--- src/rtl/mntcg_pkg.sv ---
// Package for the MIDI note to CV/gate converter.
// Holds the request/result structs, the event codes, the controller states and the
// command/status structs shared by the controller and the datapath. Depends on nothing.
`timescale 1ns / 1ps

package mntcg_pkg;

  // Action codes of a request
  localparam logic [1:0] ACT_NOTE_ON  = 2'd0;
  localparam logic [1:0] ACT_NOTE_OFF = 2'd1;
  localparam logic [1:0] ACT_MODE     = 2'd2;

  // Pitch constants, in semitones
  localparam logic [7:0] NOTE_REF  = 8'd60;
  localparam logic [7:0] OCTAVE_UP = 8'd12;
  localparam logic [7:0] NOTE_MAX  = 8'd127;

  // Gate colour codes
  localparam logic [2:0] COL_BLACK  = 3'd0;
  localparam logic [2:0] COL_BLUE   = 3'd1;
  localparam logic [2:0] COL_CYAN   = 3'd2;
  localparam logic [2:0] COL_ORANGE = 3'd3;
  localparam logic [2:0] COL_RED    = 3'd4;

  typedef enum logic [1:0] {
    EV_APPLIED  = 2'd0,
    EV_HELD     = 2'd1,
    EV_FULL     = 2'd2,
    EV_NOT_HELD = 2'd3
  } evt_status_e;

  typedef enum logic [1:0] {
    K_NOTE_ON,
    K_NOTE_OFF,
    K_MODE,
    K_NONE
  } kind_e;

  typedef enum logic [2:0] {
    ST_IDLE,
    ST_DECODE,
    ST_SEARCH,
    ST_SHIFT,
    ST_APPLY,
    ST_REPORT
  } state_e;

  typedef struct packed {
    logic [1:0] action;
    logic [6:0] note;
    logic [6:0] velocity;
  } in_t;

  typedef struct packed {
    logic              gate_on;
    logic signed [7:0] cv_semitones;
    logic [2:0]        led_colour;
    logic              synth_mode;
    logic [1:0]        event_status;
    logic [4:0]        notes_held;
  } out_t;

  // Controller to datapath
  typedef struct packed {
    logic        load;
    logic        walk;
    logic        shift_wr;
    logic        apply_on;
    logic        apply_off;
    logic        apply_mode;
    logic        report;
    evt_status_e status;
  } cmd_t;

  // Datapath to controller
  typedef struct packed {
    kind_e kind;
    logic  hit;
    logic  walk_end;
    logic  full;
  } sts_t;

  // Map a played note to its gate colour
  function automatic logic [2:0] colour_of(input logic [6:0] n);
    logic [2:0] c;
    c = COL_BLACK;
    if (n inside {[7'd60:7'd63]}) c = COL_BLUE;
    else if (n inside {[7'd64:7'd67]}) c = COL_CYAN;
    else if (n inside {[7'd68:7'd71]}) c = COL_ORANGE;
    else if (n inside {[7'd72:7'd75]}) c = COL_RED;
    return c;
  endfunction

  // Semitones from C4, one octave up and saturated in synth mode
  function automatic logic [7:0] pitch_of(input logic [6:0] n, input logic synth);
    logic [7:0] shifted;
    shifted = {1'b0, n};
    if (synth) begin
      shifted = shifted + OCTAVE_UP;
      if (shifted > NOTE_MAX) shifted = NOTE_MAX;
    end
    return shifted - NOTE_REF;
  endfunction

endpackage

--- src/rtl/mntcg_ram.sv ---
// Generic single-write, single-read RAM with registered read data.
// Holds the held-note table. Depends on nothing.
`timescale 1ns / 1ps

module mntcg_ram #(
  parameter int WIDTH = 7,
  parameter int DEPTH = 16,
  localparam int AW = (DEPTH > 1) ? $clog2(DEPTH) : 1
) (
  input  logic             clk_i,
  input  logic             we_i,
  input  logic [AW-1:0]    waddr_i,
  input  logic [WIDTH-1:0] wdata_i,
  input  logic [AW-1:0]    raddr_i,
  output logic [WIDTH-1:0] rdata_o
);

  logic [WIDTH-1:0] mem [DEPTH];
  logic [WIDTH-1:0] rdata_q;

  // Write port
  always_ff @(posedge clk_i) begin
    if (we_i) begin
      mem[waddr_i] <= wdata_i;
    end
  end

  // Registered read port
  always_ff @(posedge clk_i) begin
    rdata_q <= mem[raddr_i];
  end

  assign rdata_o = rdata_q;

endmodule

--- src/rtl/mntcg_ctrl.sv ---
// Controller of the MIDI note to CV/gate converter.
// Sequences decode, table search, table close-up, state update and report.
// Depends on mntcg_pkg.
`timescale 1ns / 1ps

module mntcg_ctrl
  import mntcg_pkg::*;
(
  input  logic clk_i,
  input  logic rst_ni,
  input  logic start,
  output logic busy,
  input  sts_t sts_i,
  output cmd_t cmd_o
);

  state_e      state_q, state_d;
  evt_status_e stat_q, stat_d;

  // Hold state and pending status
  always_ff @(posedge clk_i or negedge rst_ni) begin
    if (!rst_ni) begin
      state_q <= ST_IDLE;
      stat_q  <= EV_APPLIED;
    end else begin
      state_q <= state_d;
      stat_q  <= stat_d;
    end
  end

  // Next state
  always_comb begin
    state_d = state_q;
    stat_d  = stat_q;
    case (state_q)
      ST_IDLE: begin
        if (start) begin
          state_d = ST_DECODE;
          stat_d  = EV_APPLIED;
        end
      end
      ST_DECODE: begin
        case (sts_i.kind)
          K_NOTE_ON, K_NOTE_OFF: state_d = ST_SEARCH;
          K_MODE:                state_d = ST_APPLY;
          default:               state_d = ST_REPORT;
        endcase
      end
      ST_SEARCH: begin
        if (sts_i.hit) begin
          if (sts_i.kind == K_NOTE_ON) begin
            stat_d  = EV_HELD;
            state_d = ST_REPORT;
          end else begin
            state_d = ST_SHIFT;
          end
        end else if (sts_i.walk_end) begin
          if (sts_i.kind == K_NOTE_OFF) begin
            stat_d  = EV_NOT_HELD;
            state_d = ST_REPORT;
          end else if (sts_i.full) begin
            stat_d  = EV_FULL;
            state_d = ST_REPORT;
          end else begin
            state_d = ST_APPLY;
          end
        end
      end
      ST_SHIFT: begin
        if (sts_i.walk_end) state_d = ST_APPLY;
      end
      ST_APPLY:  state_d = ST_REPORT;
      ST_REPORT: state_d = ST_IDLE;
      default:   state_d = ST_IDLE;
    endcase
  end

  // Commands
  always_comb begin
    cmd_o        = '0;
    cmd_o.status = stat_q;
    busy         = (state_q != ST_IDLE);
    case (state_q)
      ST_IDLE:   cmd_o.load = start;
      ST_DECODE: ;
      ST_SEARCH: cmd_o.walk = 1'b1;
      ST_SHIFT: begin
        cmd_o.walk     = 1'b1;
        cmd_o.shift_wr = 1'b1;
      end
      ST_APPLY: begin
        cmd_o.apply_on   = (sts_i.kind == K_NOTE_ON);
        cmd_o.apply_off  = (sts_i.kind == K_NOTE_OFF);
        cmd_o.apply_mode = (sts_i.kind == K_MODE);
      end
      ST_REPORT: cmd_o.report = 1'b1;
      default: ;
    endcase
  end

endmodule

--- src/rtl/mntcg_dp.sv ---
// Datapath of the MIDI note to CV/gate converter.
// Holds the request, the held-note table (in mntcg_ram), the walk pointers, the pitch,
// gate, colour and mode state, and the result register. Depends on mntcg_pkg, mntcg_ram.
`timescale 1ns / 1ps

module mntcg_dp
  import mntcg_pkg::*;
#(
  parameter int HELD_DEPTH = 16
) (
  input  logic clk_i,
  input  logic rst_ni,
  input  in_t  evt_i,
  input  cmd_t cmd_i,
  output sts_t sts_o,
  output logic done_o,
  output out_t res_o
);

  localparam int TW = $clog2(HELD_DEPTH + 1);
  localparam int AW = (HELD_DEPTH > 1) ? $clog2(HELD_DEPTH) : 1;

  in_t           evt_q;
  kind_e         kind_q, kind_d;
  logic [TW-1:0] idx_q, idx_d;
  logic          rd_vld_q, rd_vld_d;
  logic [AW-1:0] rd_idx_q, rd_idx_d;
  logic [TW-1:0] total_q, total_d;
  logic [6:0]    latest_note_q, latest_note_d;
  logic          latest_valid_q, latest_valid_d;
  logic [2:0]    latest_colour_q, latest_colour_d;
  logic          mode_q, mode_d;
  logic          gate_q, gate_d;
  logic [7:0]    cv_q, cv_d;
  logic          done_q;
  out_t          res_q;

  logic          mem_we;
  logic [AW-1:0] mem_waddr;
  logic [6:0]    mem_wdata;
  logic [6:0]    mem_rdata;

  mntcg_ram #(
    .WIDTH (7),
    .DEPTH (HELD_DEPTH)
  ) u_table (
    .clk_i   (clk_i),
    .we_i    (mem_we),
    .waddr_i (mem_waddr),
    .wdata_i (mem_wdata),
    .raddr_i (idx_q[AW-1:0]),
    .rdata_o (mem_rdata)
  );

  // Decode the request kind
  always_comb begin
    case (evt_i.action)
      ACT_NOTE_ON:  kind_d = (evt_i.velocity != 7'd0) ? K_NOTE_ON : K_NOTE_OFF;
      ACT_NOTE_OFF: kind_d = K_NOTE_OFF;
      ACT_MODE:     kind_d = K_MODE;
      default:      kind_d = K_NONE;
    endcase
  end

  // Walk the table one entry per cycle: issue a read, compare in the next cycle
  always_comb begin
    idx_d    = idx_q;
    rd_vld_d = 1'b0;
    rd_idx_d = rd_idx_q;
    if (cmd_i.load) begin
      idx_d = '0;
    end else if (cmd_i.walk && (idx_q < total_q)) begin
      idx_d    = TW'(idx_q + 1'b1);
      rd_vld_d = 1'b1;
      rd_idx_d = idx_q[AW-1:0];
    end
  end

  assign sts_o.kind     = kind_q;
  assign sts_o.hit      = rd_vld_q && (mem_rdata == evt_q.note);
  assign sts_o.walk_end = !rd_vld_q && (idx_q >= total_q);
  assign sts_o.full     = (total_q >= TW'(HELD_DEPTH));

  // Table write: append on note-on, move an entry down one place while closing up
  always_comb begin
    mem_we    = cmd_i.apply_on || (cmd_i.shift_wr && rd_vld_q);
    mem_waddr = cmd_i.apply_on ? total_q[AW-1:0] : AW'(rd_idx_q - 1'b1);
    mem_wdata = cmd_i.apply_on ? evt_q.note : mem_rdata;
  end

  // State update
  always_comb begin
    total_d         = total_q;
    latest_note_d   = latest_note_q;
    latest_valid_d  = latest_valid_q;
    latest_colour_d = latest_colour_q;
    mode_d          = mode_q;
    gate_d          = gate_q;
    cv_d            = cv_q;
    if (cmd_i.apply_on) begin
      total_d         = TW'(total_q + 1'b1);
      latest_note_d   = evt_q.note;
      latest_valid_d  = 1'b1;
      latest_colour_d = colour_of(evt_q.note);
      cv_d            = pitch_of(evt_q.note, mode_q);
      gate_d          = 1'b1;
    end else if (cmd_i.apply_off) begin
      total_d = TW'(total_q - 1'b1);
      if (total_q == TW'(1)) gate_d = 1'b0;
    end else if (cmd_i.apply_mode) begin
      mode_d = !mode_q;
      if ((total_q != '0) && latest_valid_q) begin
        cv_d   = pitch_of(latest_note_q, !mode_q);
        gate_d = 1'b1;
      end else begin
        gate_d = 1'b0;
      end
    end
  end

  // Control and architectural state
  always_ff @(posedge clk_i or negedge rst_ni) begin
    if (!rst_ni) begin
      rd_vld_q        <= 1'b0;
      idx_q           <= '0;
      total_q         <= '0;
      latest_note_q   <= '0;
      latest_valid_q  <= 1'b0;
      latest_colour_q <= COL_BLACK;
      mode_q          <= 1'b0;
      gate_q          <= 1'b0;
      cv_q            <= '0;
      done_q          <= 1'b0;
    end else begin
      rd_vld_q        <= rd_vld_d;
      idx_q           <= idx_d;
      total_q         <= total_d;
      latest_note_q   <= latest_note_d;
      latest_valid_q  <= latest_valid_d;
      latest_colour_q <= latest_colour_d;
      mode_q          <= mode_d;
      gate_q          <= gate_d;
      cv_q            <= cv_d;
      done_q          <= cmd_i.report;
    end
  end

  // Payload: request capture, walk address, result
  always_ff @(posedge clk_i) begin
    rd_idx_q <= rd_idx_d;
    if (cmd_i.load) begin
      evt_q  <= evt_i;
      kind_q <= kind_d;
    end
    if (cmd_i.report) begin
      res_q.gate_on      <= gate_q;
      res_q.cv_semitones <= cv_q;
      res_q.led_colour   <= ((total_q != '0) && latest_valid_q) ? latest_colour_q : COL_BLACK;
      res_q.synth_mode   <= mode_q;
      res_q.event_status <= cmd_i.status;
      res_q.notes_held   <= total_q[4:0];
    end
  end

  assign done_o = done_q;
  assign res_o  = res_q;

endmodule

--- src/rtl/midi_note_to_cv_gate.sv ---
// Top level of the MIDI note to CV/gate converter.
// Joins the controller (mntcg_ctrl) and the datapath (mntcg_dp). Depends on mntcg_pkg, mntcg_ctrl, mntcg_dp.
//
//   channel   ports                 handshake
//   request   evt_i, start, busy    taken at a clock edge with start high, busy low
//   result    res_o, done_o         valid for the one cycle done_o is high
//
// Note events walk the held-note table one entry per cycle through the single read port
// of the table RAM, so the time a note-on or note-off takes grows with the number of
// notes held; a button press and the unused action code skip the walk.
// busy stays high until the result is reported; one request is in flight at a time.
// Reset clears all control and pitch/gate state; the table needs no clearing pass,
// since only entries below the held count are ever read.
// The receiver cannot stall: each result is shown for exactly one cycle.
`timescale 1ns / 1ps

module midi_note_to_cv_gate
  import mntcg_pkg::*;
#(
  parameter int HELD_DEPTH = 16
) (
  input  logic clk_i,
  input  logic rst_ni,
  input  logic start,
  output logic busy,
  input  in_t  evt_i,
  output logic done_o,
  output out_t res_o
);

  cmd_t cmd;
  sts_t sts;

  mntcg_ctrl u_ctrl (
    .clk_i  (clk_i),
    .rst_ni (rst_ni),
    .start  (start),
    .busy   (busy),
    .sts_i  (sts),
    .cmd_o  (cmd)
  );

  mntcg_dp #(
    .HELD_DEPTH (HELD_DEPTH)
  ) u_dp (
    .clk_i  (clk_i),
    .rst_ni (rst_ni),
    .evt_i  (evt_i),
    .cmd_i  (cmd),
    .sts_o  (sts),
    .done_o (done_o),
    .res_o  (res_o)
  );

  // An accepted request keeps the block busy in the next cycle
  assert property (@(posedge clk_i) disable iff (!rst_ni)
    start && !busy |=> busy)
    else $error("request accepted but block not busy");

  // A result strobe lasts one cycle
  assert property (@(posedge clk_i) disable iff (!rst_ni)
    done_o |=> !done_o)
    else $error("result strobe longer than one cycle");

  // The gate is open exactly while notes are held
  assert property (@(posedge clk_i) disable iff (!rst_ni)
    done_o && (HELD_DEPTH < 32) |-> res_o.gate_on == (res_o.notes_held != 5'd0))
    else $error("gate does not follow the held-note count");

  // A colour shows only while the gate is open
  assert property (@(posedge clk_i) disable iff (!rst_ni)
    done_o && (res_o.led_colour != COL_BLACK) |-> res_o.gate_on)
    else $error("colour shown with the gate closed");

endmodule

--- config.mk ---
export PLATFORM = sky130hd
export DESIGN_NAME = midi_note_to_cv_gate
export DESIGN_NICKNAME = d
export VERILOG_FILES = /design/src/rtl/mntcg_pkg.sv /design/src/rtl/mntcg_ram.sv /design/src/rtl/mntcg_ctrl.sv /design/src/rtl/mntcg_dp.sv /design/src/rtl/midi_note_to_cv_gate.sv
export SDC_FILE = /design/constraint.sdc
export NUM_CORES = 1
export LEC_CHECK = 0
export ABC_AREA = 1
export BUFFER_PORTS_ARGS = -buffer_cell sky130_fd_sc_hd__buf_2
export CAP_MARGIN = 0
export CORE_MARGIN = 8
export CORE_UTILIZATION = 25
export CTS_BUF_LIST = sky130_fd_sc_hd__clkbuf_16
export CTS_CLUSTER_DIAMETER = 40
export CTS_CLUSTER_SIZE = 24
export DETAILED_ROUTE_END_ITERATION = 8
export PLACE_DENSITY = 0.38
export SKIP_LAST_GASP = 1
export SLEW_MARGIN = 30
export SYNTH_ARGS = -nofsm -noshare
export SYNTH_HDL_FRONTEND = slang
export SYNTH_SLANG_ARGS = --single-unit
--- constraint.sdc ---
create_clock -name clk_i -period 4.9 [get_ports clk_i]
set_input_delay 0.245 -clock clk_i [delete_from_list [all_inputs] [get_ports clk_i]]
set_output_delay 0.245 -clock clk_i [all_outputs]
set_load 0.02 [all_outputs]
==> run metrics <==
Antenna diodes=0; P_leak=~3.8 nW; total track usage=between 10% and 20%; Arr. time, crit path=roughly 2800 ps; fmax=between 300 and 400 MHz; postcts setup bufs=0; starting density of the core=25.29%; grt ovf=0; core area=33360 µm²; via count=5600; multi-input logic area=between 2000 and 3000 µm²; minimum clock period=2735 ps; pre-CTS setup slack=around 2200 ps; share of layout cells above drive strength 1=13.41%; Final nets=858; Die X=~200 µm; critical path cell sequence=nor2_2 > inv_2 > nor2_4 > buf_4 > or2_1 > o21ai_2 > inv_2 > nand3_2 > nor2_1; DRT iter0 DRCs=288; Synth Register Bits=190; CTS H-Tree Depth=4; MaxCap Viol Count=0; CP Capture Type=flop; Slew headroom=between 40% and 50%; initial antenna violation count=0; num rows=67; Ports=41; final setup fails=0; Synth Cell Area=approximately 8400 µm²; Worst Hold Class=primary input to flop; first-pass GRT wire length=roughly 34000 µm; Slew Limit Fails=0; CP startpoint kind=flop; Max Root-Sink Buffers=2; final WL=21630 µm; Worst Tran Pin Value=between 800 and 900 ps; die area=39880 µm²; start point of the critical path=u_dp.kind_q[1]$_DFFE_PP_; drt drc=0; asr flop ratio synth=around 20%; Root Buffer Master=clkbuf_16; Yosys cell types=50; reg2reg start=u_dp.kind_q[1]$_DFFE_PP_; Sink Count=190; Avg Inst Size Synth=10.84 µm²; Power, Total=approximately 0.0056 W; clk slew on worst S/H paths=70 ps; outcome=finished, final reports clean; slowest stage cell on the critical path=nor2_1; fill cell count=3559; Register Area=approximately 5500 µm²; crit-path most repeated cell=inv_2; worst skew pair latency=450 ps; Fin Setup TNS=0 ps; Setup CP Type=flop to flop; CTS-repair resized insts=0; via/cell ratio=about 4.4; Max stage delay on crit path=slightly below 600 ps; sequential-to-total area share from yosys stat=between 60% and 70%; syn nets=a little over 800; number of global-route vias before repair=5770; peak supply drop=between 0.2 and 0.3 mV; cells after synthesis=778; First-pass DRT Iterations=5; fin worst setup slack=2165 ps; Post-synth EDFFs=approximately 150; Final Wtd Congestion=~0.80; TritonCTS clock tree=yes; unrepaired setup endpoints after global routing=no; final core utilization=roughly 29%; Min Hold Slack=104.4 ps; HPWL after DPL=~15000 µm; Worst Clk Skew=12.53 ps; Inserted Clock Buffers=17; PwrDens=between 500 and 600 nW/µm²; largest net degree at the start of global routing=62; wire per inst=~17 µm; Final Hold Viols=0; warnings from Yosys=0; worst hold path startpoint=evt_i[14]; PortBufs=40; die height=199.7 µm; Post-synth top flop=edfxtp_1; fin crit share=~56%; Worst Path Required=~5000 ps; antenna viol nets, final=0; area grow syn2layout=16.39%; critical-path maximum fanout=29
## critical path: cells and delay by family, from the launching register on
family / cells / cell delay (ps)
buf+inv: 3 / 550
simple gates: 5 / 1220
compound gates: 1 / 90
flops: 1 / 510
## worst paths after layout
kind,endpoint,slack (ps),cells after the start
max,u_dp.u_table.mem[4][3]$_DFFE_PP_,2160,9
min,u_dp.kind_q[0]$_DFFE_PP_,100,2
max reg2reg,u_dp.u_table.mem[4][3]$_DFFE_PP_,2160,9
min reg2reg,u_dp.res_o[14]$_DFFE_PP_,440,0
max in group asynchronous,u_dp.idx_q[1]$_DFFE_PN0P_,4190,2
min in group asynchronous,u_dp.latest_valid_q$_DFFE_PN0P_,320,2
## cell families after synthesis
family | count (synthesis) | share of synthesized area (%)
AOI/OAI and AO/OA | 109 | 8.557
xor gates and xnor gates | 14 | 1.453
adders and majority gates | 16 | 2.373
buffers and inverters | 104 | 4.923
DFF | 190 | 64.54
muxes | 11 | 1.305
and+or+nand+nor | 334 | 16.85
## per-stage QoR
| step | instances | instance area, µm² |
|---|---|---|
| 2_1_floorplan | 778 | 8437 |
| 3_3_place_gp | 1243 | 9123 |
| 3_5_place_dp | 1243 | 9149 |
| 4_1_cts | 1283 | 9809 |
| 5_1_grt | 1283 | 9819 |
| 6_report | 1283 | 9819 |
## layer usage
layer / global-route usage, % / vias up / part of all wire, %
met5: 0 / - / 0
met4: 4.196 / 0 / 1.7
met3: 2.172 / 19 / 3.5
met2: 18.17 / 89 / 46
met1: 15.00 / 2709 / 49
li1: - / 2783 / -
## synthesized netlist by cell type, types with 8 or more instances
master | n | share of area [%]
clkbuf_1 | 13 | 0.58
o32ai_1 | 17 | 1.8
o221ai_1 | 13 | 1.3
nand3_1 | 39 | 2.3
ha_1 | 16 | 2.4
inv_2 | 8 | 0.36
mux2i_1 | 11 | 1.3
nor2_1 | 114 | 5.1
o21ai_0 | 49 | 2.9
dfrtp_1 | 38 | 11
inv_1 | 68 | 3.0
nand2_1 | 140 | 6.2
xor2_1 | 10 | 1.0
a21oi_1 | 11 | 0.65
edfxtp_1 | 145 | 52
nor3_1 | 11 | 0.65
## cells in the final DEF (no fill, tap or decap), drive strengths merged
cell and count:
and3 1, ha 16, nor2 122, and2 1, clkinvlp 4, a22oi 1
nor3b 1, a21o 1, nor3 11, a21oi 13, o211ai 4, o31ai 2
clkinv 2, nor4 2, o22ai 1, a211oi 2, nand2 144, or2 2
edfxtp 145, nand3 44, buf 44, o21ai 52, mux2i 11, bufinv 2
o221ai 13, dfxtp 7, o32ai 17, xor2 10, inv 83, dfrtp 38
dlygate4sd3 9, a31o 1, a41oi 1, xnor2 4, a31oi 1, nand4 6
clkbuf 17
## repair_timing
action | 4_1_cts | 5_1_grt
setup endpoints to repair | 0 | 0
endpoints found under the hold margin | 46 | 0
hold buffers | 9 | 0
## area by class of cell
class	count	share of cell area [%]
flip-flops and latches	190	55.50
multi-input cells	484	26.75
well taps	448	5.708
clock buffers	17	4.332
repair buffers	53	3.287
inverters	77	2.943
clock inverters	14	1.478
## where the power goes
part / total, W / internal [W] / switching, W
Sequential: 0.00241 / 0.00219 / 0.000227
Combinational: 0.00180 / 0.000533 / 0.00127
Clock: 0.00138 / 0.000750 / 0.000634
Total: 0.00560 / 0.00347 / 0.00213
## flip-flops by register name, indices dropped and copies added, names as in the netlist
name and cells:
u_dp.latest_valid_q 1, u_ctrl.stat_q 2, u_dp.idx_q 5, u_dp.u_table.rdata_o 7, u_dp.gate_q 1, u_dp.evt_q 7, u_dp.res_o 20, u_dp.mode_q 1
u_dp.done_o 1, u_ctrl.state_q 3, u_dp.rd_vld_q 1, u_dp.cv_q 8, u_dp.kind_q 2, u_dp.latest_colour_q 3, u_dp.latest_note_q 7, u_dp.u_table.mem 112
u_dp.rd_idx_q 4, u_dp.total_q 5
No activity file was read; power rests on OpenSTA's default activity.
